<file path="src/rtl/core/icn_pkg.sv">
// ---------------------------------------------------------------------------
// icn_pkg
// Types and constants shared by the numeral unit controller and datapath.
// ---------------------------------------------------------------------------
package icn_pkg;

  // input and symbol widths
  localparam int unsigned ValueW    = 32;
  localparam int unsigned SymW      = 4;
  localparam int unsigned NumDigits = 10;
  localparam int unsigned BcdW      = 4 * NumDigits;
  localparam int unsigned CntW      = $clog2(ValueW);
  localparam int unsigned PosW      = $clog2(NumDigits);

  // symbol codes
  localparam logic [SymW-1:0] SymZero      = 4'd0;
  localparam logic [SymW-1:0] SymPlaceBase = 4'd9;   // plus place 1..3 gives ten..thousand
  localparam logic [SymW-1:0] SymGroupBase = 4'd12;  // plus group 1..2 gives wan, yi
  localparam logic [SymW-1:0] SymMinus     = 4'd15;

  // most significant digit position
  localparam logic [PosW-1:0] TopPos = PosW'(NumDigits - 1);

  typedef enum logic [2:0] {
    StIdle,
    StConv,
    StSign,
    StSkip,
    StDigit,
    StPlace,
    StGroup,
    StAdv
  } icn_state_e;

  // controller to datapath
  typedef struct packed {
    logic load;
    logic conv;
    logic shift;
    logic set_zr;
    logic clr_zr;
    logic set_any;
    logic clr_grp;
  } icn_cmd_t;

  // datapath to controller
  typedef struct packed {
    logic [SymW-1:0] dig;
    logic [1:0]      place;
    logic [1:0]      grp;
    logic            rest_nz;
    logic            pos_zero;
    logic            bcd_zero;
    logic            neg;
    logic            zero_run;
    logic            any_nz;
    logic            conv_done;
  } icn_stat_t;

endpackage

</file>
<file path="src/rtl/core/icn_dpath.sv">
// ---------------------------------------------------------------------------
// icn_dpath
// Magnitude capture, shift-add-3 binary to decimal conversion and the
// digit walk register with its per-group zero and nonzero flags.
// ---------------------------------------------------------------------------
module icn_dpath (
  input  logic                       clk_i,
  input  logic                       rst_ni,
  input  logic [icn_pkg::ValueW-1:0] value_i,
  input  icn_pkg::icn_cmd_t          cmd_i,
  output icn_pkg::icn_stat_t         stat_o
);
  import icn_pkg::*;

  logic [ValueW-1:0] bin_q, bin_d;
  logic [BcdW-1:0]   bcd_q, bcd_d;
  logic [BcdW-1:0]   bcd_adj;
  logic [CntW-1:0]   cnt_q, cnt_d;
  logic [PosW-1:0]   pos_q, pos_d;
  logic              neg_q, neg_d;
  logic              zr_q, zr_d;
  logic              any_q, any_d;

  // add 3 to every digit of five or more before the shift
  always_comb begin
    for (int i = 0; i < NumDigits; i++) begin
      bcd_adj[4*i +: 4] = (bcd_q[4*i +: 4] >= 4'd5) ? bcd_q[4*i +: 4] + 4'd3
                                                     : bcd_q[4*i +: 4];
    end
  end

  // next-state of the datapath registers
  always_comb begin
    bin_d = bin_q;
    bcd_d = bcd_q;
    cnt_d = cnt_q;
    pos_d = pos_q;
    neg_d = neg_q;
    zr_d  = zr_q;
    any_d = any_q;
    if (cmd_i.load) begin
      neg_d = value_i[ValueW-1];
      bin_d = value_i[ValueW-1] ? (ValueW'(0) - value_i) : value_i;
      bcd_d = '0;
      cnt_d = '0;
      pos_d = TopPos;
      zr_d  = 1'b0;
      any_d = 1'b0;
    end
    if (cmd_i.conv) begin
      bcd_d = {bcd_adj[BcdW-2:0], bin_q[ValueW-1]};
      bin_d = {bin_q[ValueW-2:0], 1'b0};
      cnt_d = cnt_q + 1'b1;
    end
    if (cmd_i.shift) begin
      bcd_d = {bcd_q[BcdW-5:0], 4'b0000};
      pos_d = pos_q - 1'b1;
    end
    if (cmd_i.set_zr)  zr_d  = 1'b1;
    if (cmd_i.clr_zr)  zr_d  = 1'b0;
    if (cmd_i.set_any) any_d = 1'b1;
    if (cmd_i.clr_grp) begin
      zr_d  = 1'b0;
      any_d = 1'b0;
    end
  end

  // control flags and counters
  always_ff @(posedge clk_i or negedge rst_ni) begin
    if (!rst_ni) begin
      cnt_q <= '0;
      pos_q <= '0;
      neg_q <= 1'b0;
      zr_q  <= 1'b0;
      any_q <= 1'b0;
    end else begin
      cnt_q <= cnt_d;
      pos_q <= pos_d;
      neg_q <= neg_d;
      zr_q  <= zr_d;
      any_q <= any_d;
    end
  end

  // conversion registers
  always_ff @(posedge clk_i) begin
    bin_q <= bin_d;
    bcd_q <= bcd_d;
  end

  // status: current digit always sits in the top nibble
  always_comb begin
    stat_o.dig       = bcd_q[BcdW-1 -: 4];
    stat_o.place     = pos_q[1:0];
    stat_o.grp       = 2'(pos_q >> 2);
    stat_o.rest_nz   = |bcd_q[BcdW-5:0];
    stat_o.pos_zero  = (pos_q == '0);
    stat_o.bcd_zero  = (bcd_q == '0);
    stat_o.neg       = neg_q;
    stat_o.zero_run  = zr_q;
    stat_o.any_nz    = any_q;
    stat_o.conv_done = (cnt_q == '1);
  end

endmodule

</file>
<file path="src/rtl/core/icn_ctrl.sv">
// ---------------------------------------------------------------------------
// icn_ctrl
// Sequencer that runs the conversion, walks the digits from the top and
// drives one symbol per output transaction.
// ---------------------------------------------------------------------------
module icn_ctrl (
  input  logic                     clk_i,
  input  logic                     rst_ni,
  input  logic                     in_valid_i,
  output logic                     in_ready_o,
  output logic                     out_valid_o,
  input  logic                     out_ready_i,
  output logic [icn_pkg::SymW-1:0] symbol_o,
  output logic                     last_o,
  output icn_pkg::icn_cmd_t        cmd_o,
  input  icn_pkg::icn_stat_t       stat_i
);
  import icn_pkg::*;

  icn_state_e state_q, state_d;

  // state register
  always_ff @(posedge clk_i or negedge rst_ni) begin
    if (!rst_ni) begin
      state_q <= StIdle;
    end else begin
      state_q <= state_d;
    end
  end

  // next state, commands and symbol output
  always_comb begin
    state_d     = state_q;
    cmd_o       = '0;
    in_ready_o  = 1'b0;
    out_valid_o = 1'b0;
    symbol_o    = SymZero;
    last_o      = 1'b0;
    unique case (state_q)
      StIdle: begin
        in_ready_o = 1'b1;
        if (in_valid_i) begin
          cmd_o.load = 1'b1;
          state_d    = StConv;
        end
      end
      StConv: begin
        cmd_o.conv = 1'b1;
        if (stat_i.conv_done) state_d = StSign;
      end
      StSign: begin
        if (stat_i.bcd_zero) begin
          out_valid_o = 1'b1;
          symbol_o    = SymZero;
          last_o      = 1'b1;
          if (out_ready_i) state_d = StIdle;
        end else if (stat_i.neg) begin
          out_valid_o = 1'b1;
          symbol_o    = SymMinus;
          if (out_ready_i) state_d = StSkip;
        end else begin
          state_d = StSkip;
        end
      end
      // drop leading zero digits
      StSkip: begin
        if (stat_i.dig == '0) begin
          cmd_o.shift = 1'b1;
        end else begin
          state_d = StDigit;
        end
      end
      StDigit: begin
        if (stat_i.dig == '0) begin
          cmd_o.set_zr = 1'b1;
          state_d      = (stat_i.place == '0) ? StGroup : StAdv;
        end else if (stat_i.zero_run) begin
          // one zero symbol for a run of zeros inside the group
          out_valid_o = 1'b1;
          symbol_o    = SymZero;
          if (out_ready_i) cmd_o.clr_zr = 1'b1;
        end else begin
          out_valid_o = 1'b1;
          symbol_o    = stat_i.dig;
          last_o      = !stat_i.rest_nz && (stat_i.place == '0) && (stat_i.grp == '0);
          if (out_ready_i) begin
            cmd_o.set_any = 1'b1;
            state_d       = (stat_i.place == '0) ? StGroup : StPlace;
          end
        end
      end
      // a group suffix still follows the place symbol outside the lowest group
      StPlace: begin
        out_valid_o = 1'b1;
        symbol_o    = SymPlaceBase + {2'b00, stat_i.place};
        last_o      = !stat_i.rest_nz && (stat_i.grp == '0);
        if (out_ready_i) state_d = StAdv;
      end
      // group suffix only after a group holding a nonzero digit
      StGroup: begin
        if ((stat_i.grp != '0) && stat_i.any_nz) begin
          out_valid_o = 1'b1;
          symbol_o    = SymGroupBase + {2'b00, stat_i.grp};
          last_o      = !stat_i.rest_nz;
          if (out_ready_i) begin
            cmd_o.clr_grp = 1'b1;
            state_d       = StAdv;
          end
        end else begin
          cmd_o.clr_grp = 1'b1;
          state_d       = StAdv;
        end
      end
      StAdv: begin
        if (stat_i.pos_zero) begin
          state_d = StIdle;
        end else begin
          cmd_o.shift = 1'b1;
          state_d     = StDigit;
        end
      end
      default: state_d = StIdle;
    endcase
  end

endmodule

</file>
<file path="src/rtl/core/int_to_chinese_numeral_unit.sv">
// ---------------------------------------------------------------------------
// int_to_chinese_numeral_unit
// Spells a signed 32-bit integer as a run of Chinese numeral symbol codes.
// ---------------------------------------------------------------------------
// One integer is taken at a time. After acceptance, a shift-add-3 unit turns
// the magnitude into ten decimal digits; a sequencer then skips the leading
// zero digits and walks the rest from the top, and each symbol leaves on an
// output transaction of its own, at most one per cycle. The input is ready
// again once the walk has passed the lowest digit: the cycle after the final
// symbol for a zero, otherwise only after the walk has stepped through the
// remaining digit positions behind the symbol marked by last_o.
module int_to_chinese_numeral_unit (
  input  logic                              clk_i,
  input  logic                              rst_ni,
  input  logic                              in_valid_i,
  output logic                              in_ready_o,
  input  logic signed [icn_pkg::ValueW-1:0] value_i,
  output logic                              out_valid_o,
  input  logic                              out_ready_i,
  output logic [icn_pkg::SymW-1:0]          symbol_o,
  output logic                              last_o
);
  import icn_pkg::*;

  icn_cmd_t  cmd;
  icn_stat_t stat;

  // sequencer
  icn_ctrl u_ctrl (
    .clk_i       (clk_i),
    .rst_ni      (rst_ni),
    .in_valid_i  (in_valid_i),
    .in_ready_o  (in_ready_o),
    .out_valid_o (out_valid_o),
    .out_ready_i (out_ready_i),
    .symbol_o    (symbol_o),
    .last_o      (last_o),
    .cmd_o       (cmd),
    .stat_i      (stat)
  );

  // conversion and digit walk
  icn_dpath u_dpath (
    .clk_i   (clk_i),
    .rst_ni  (rst_ni),
    .value_i (value_i),
    .cmd_i   (cmd),
    .stat_o  (stat)
  );

endmodule

</file>
<file path="config.mk">
export PLATFORM = sky130hd
export DESIGN_NAME = int_to_chinese_numeral_unit
export DESIGN_NICKNAME = d
export VERILOG_FILES = /design/src/rtl/core/icn_pkg.sv /design/src/rtl/core/icn_dpath.sv /design/src/rtl/core/icn_ctrl.sv /design/src/rtl/core/int_to_chinese_numeral_unit.sv
export SDC_FILE = /design/constraint.sdc
export NUM_CORES = 1
export LEC_CHECK = 0
export BUFFER_PORTS_ARGS = -buffer_cell sky130_fd_sc_hd__buf_4
export CORE_ASPECT_RATIO = 2
export CORE_MARGIN = 2
export CORE_UTILIZATION = 40
export DETAILED_ROUTE_END_ITERATION = 10
export HOLD_SLACK_MARGIN = 0.08
export PLACE_DENSITY = 0.56
export SLEW_MARGIN = 20
export SYNTH_ARGS = -nofsm -noshare
export SYNTH_HDL_FRONTEND = slang
export SYNTH_SLANG_ARGS = --single-unit
export TNS_END_PERCENT = 10
</file>
<file path="constraint.sdc">
create_clock -name clk_i -period 3.29 [get_ports clk_i]
set_input_delay 0.4935 -clock clk_i [delete_from_list [all_inputs] [get_ports clk_i]]
set_output_delay 0.4935 -clock clk_i [all_outputs]
set_load 0.005 [all_outputs]
</file>
==> results.json <==
{
  "drc": 0,
  "areaGrowthSynthToFinish_pct": 15.20,
  "netlist_area_mm2": 0.005664,
  "drtIter0Drc": 252,
  "grt_usage": 0.1926,
  "place_congestion": 0.8702,
  "total_power_mw": 5.664,
  "via_count": 4646,
  "rows": 61,
  "cts.path.max_buffers": 2,
  "core_mm2": 0.01389,
  "clk_pin_slew_ns": 0.06,
  "synth-simple-area-share": 0.1734,
  "worst-path-stages": 9,
  "grt_overflow_total": 0,
  "die_h_um": 172.3,
  "ys_seq_elements": 87,
  "fp.dieW_um": 88.15,
  "synthTopCellsByArea": "edfxtp_1 36%, o21ai_0 8.0%, ha_1 7.5%",
  "r2r-start": "u_dpath.bcd_q[36]$_DFFE_PP_",
  "diodes": 0,
  "post_drt_wl_per_cell_um": 16.73,
  "postSynthAreaPerCell_um2": 9.472,
  "setup_viol": 0,
  "cts.sinks": 87,
  "postSynthCellCount": 598,
  "synth_edf_count": 67,
  "synthesis.nets": 668,
  "fin_crit_sh": 0.9448,
  "status": "finished, final reports clean",
  "final_area_mm2": 0.006525,
  "reg2reg_slack_ns": 0.48,
  "async_flop_share": 0.1724,
  "grt_antenna_before_repair": 0,
  "tightest_slew_ns": 0.9481,
  "fillers": 1388,
  "ys_types": 51,
  "layout_common_cells": "90 x o21ai_0, 90 x nand2_1, 67 x edfxtp_1",
  "synth_top_family_by_area": "compound AO/OA/AOI/OAI gates",
  "leakagePower_nw": 2.443,
  "synth_compound_area_frac": 0.1986,
  "insertion_delay_ns": 0.34,
  "rsz0062_at_grt": "no",
  "fin_crit_ns": 3.108,
  "vias_per_cell": 5.591,
  "ant_nets": 0,
  "io_buffers": 42,
  "fmax_ghz": 0.3217,
  "start_util": 0.4078,
  "regToRegEndpoint": "u_dpath.pos_q[3]$_DFFE_PN0P_",
  "wl_um": 13900,
  "powerDensity_mw_per_mm2": 868.0,
  "drive_gt1_frac": 0.1231,
  "startpoint_type": "register",
  "cpMostUsedCell": "buf_4",
  "ys_seq_area_frac": 0.4391,
  "worst-path-max-fanout": 4,
  "io_pins": 43,
  "cts_tree": "yes",
  "critPathLaunch": "u_dpath.bcd_q[24]$_DFFE_PP_",
  "crit_type": "register to output port",
  "dieArea_mm2": 0.01519,
  "synthMuxAreaShare": 0.009057,
  "ys.warnings.count": 0,
  "synth-main-ff-cell": "edfxtp_1",
  "synth-adder-area-share": 0.07510,
  "grt_pass1_vias": 4776,
  "grt_max_degree": 48,
  "path_cells": "inv_1, ha_1, nor4b_2, nand4_1, buf_4, nor4_4, nor2_2, or3_1, buf_4",
  "hold_path.class": "input port to register",
  "cpPeakStageDelay_ns": 0.43,
  "synth_top_area_frac": 0.3552,
  "htree_levels": 3,
  "path_delay_family": "simple AND/OR/NAND/NOR gates",
  "vdd_drop_max_mv": 0.3827,
  "cap_violations": 0,
  "placed_area_mm2": 0.006180,
  "reg2reg_depth": 9,
  "fin_setup_tns_ns": 0,
  "grt_pass1_wl_um": 22810,
  "fin_worst_skew_ns": 0.01188,
  "arrival_ns": 2.61,
  "yosys.area.top_type": "edfxtp_1",
  "root_buffer": "clkbuf_16",
  "required_ns": 2.80,
  "slowest_stage": "edfxtp_1",
  "dp_hpwl_um": 10240,
  "final_max_slew_viol_count": 0,
  "hold_viol": 0,
  "critPathBufInv": 3,
  "end_kind": "output port",
  "fin_nets": 707,
  "synth_xor_area_frac": 0.06649,
  "first_pass_iters": 7,
  "cts_buffers": 9,
  "crit_end": "symbol_o[3]",
  "slew_headroom": 0.3664
}
-- Yosys cell counts, drive strengths merged (11+ instances only) --
master,number
nand2,90
xor2,26
o31ai,13
edfxtp,67
a21oi,33
xnor2,17
ha,34
o21ai,90
clkbuf,16
nor2,22
nand2b,12
a22o,11
inv,31
dfrtp,15
nor3b,18
-- registers in the layout, indices dropped and copies added, names as in the netlist --
| signal | flops |
|---|---|
| u_dpath.bcd_q | 40 |
| u_dpath.bin_q | 32 |
| u_dpath.cnt_q | 5 |
| u_dpath.pos_q | 4 |
| u_ctrl.state_q | 3 |
| u_dpath.any_q | 1 |
| u_dpath.neg_q | 1 |
| u_dpath.zr_q | 1 |
-- routing by layer --
layer	vias to the layer above	part of all wire	wire (um)	GRT usage
li1	2262	-	-	-
met4	0	0.026	365	0.07971
met5	-	0	0	0
met2	92	0.59	8138	0.3877
met1	2265	0.37	5112	0.1889
met3	27	0.020	284	0.02291
-- worst min path at each step --
| stage | start | to | depth (start not counted) |
|---|---|---|---|
| 2_1_floorplan | rst_ni | u_ctrl.state_q[0]$_DFFE_PN0P_ | 0 |
| 3_3_place_gp | rst_ni | u_dpath.pos_q[1]$_DFFE_PN0P_ | 1 |
| 3_5_place_dp | rst_ni | u_dpath.pos_q[1]$_DFFE_PN0P_ | 1 |
| 4_1_cts | value_i[0] | u_dpath.bin_q[0]$_SDFFE_PP0P_ | 3 |
| 5_1_grt | value_i[0] | u_dpath.bin_q[0]$_SDFFE_PP0P_ | 3 |
| 6_report | value_i[0] | u_dpath.bin_q[0]$_SDFFE_PP0P_ | 3 |
-- power by group --
part           internal [mW]  switching, mW
combinational          0.964           1.38
clock                  0.593          0.437
sequential              1.79          0.502
-- worst reg2reg max path, delay by kind of cell, from the launching register on --
kind,cells,cell delay [ns]
DFF,1,0.42
muxes,1,0.27
AOI/OAI and AO/OA,2,0.33
buffers and inverters,3,0.81
and+or+nand+nor,2,0.60
adders and majority gates,1,0.24
-- area by class of cell --
cell class	count	area (um2)	share of cell area
multi-input combinational	455	2990	0.4583
tap	189	236.5	0.03624
timing repair buffer	52	392.9	0.06021
inverter	32	120.1	0.01841
sequential	87	2487	0.3812
clock inverter	6	68.82	0.01055
clock buffer	10	229.0	0.03509
-- cells by family (layout without fill, tap and decap cells) --
group	Yosys count	in the layout
AO/OA/AOI/OAI	182	182
XOR/XNOR	43	43
adder cells (fa/ha/maj)	34	34
buffers and inverters	56	100
flip-flops	87	87
multiplexers	5	5
AND/OR/NAND/NOR	191	191
-- per-stage QoR --
stage | setup slack (ns) | utilization | std cells | hold slack (ns)
floorplan | 0.2818 | - | 598 | 0.1979
global placement | 0.3813 | 0.4449 | 813 | 0.3595
detailed placement | 0.2667 | 0.4449 | 813 | 0.3632
CTS | 0.03230 | 0.4682 | 831 | 0.4272
global route | 0.01675 | 0.4697 | 831 | 0.4564
finish | 0.1816 | 0.4697 | 831 | 0.4337
-- timing repair --
action | in CTS | in global routing
pin swaps | 1 | 1
resized for setup | 1 | 4
buffers inserted | 1 | 0
hold buffers | 1 | 0
hold endpoints to repair | 15 | 0
setup endpoints to repair | 2 | 2
No activity file was read; power rests on OpenSTA's default activity.
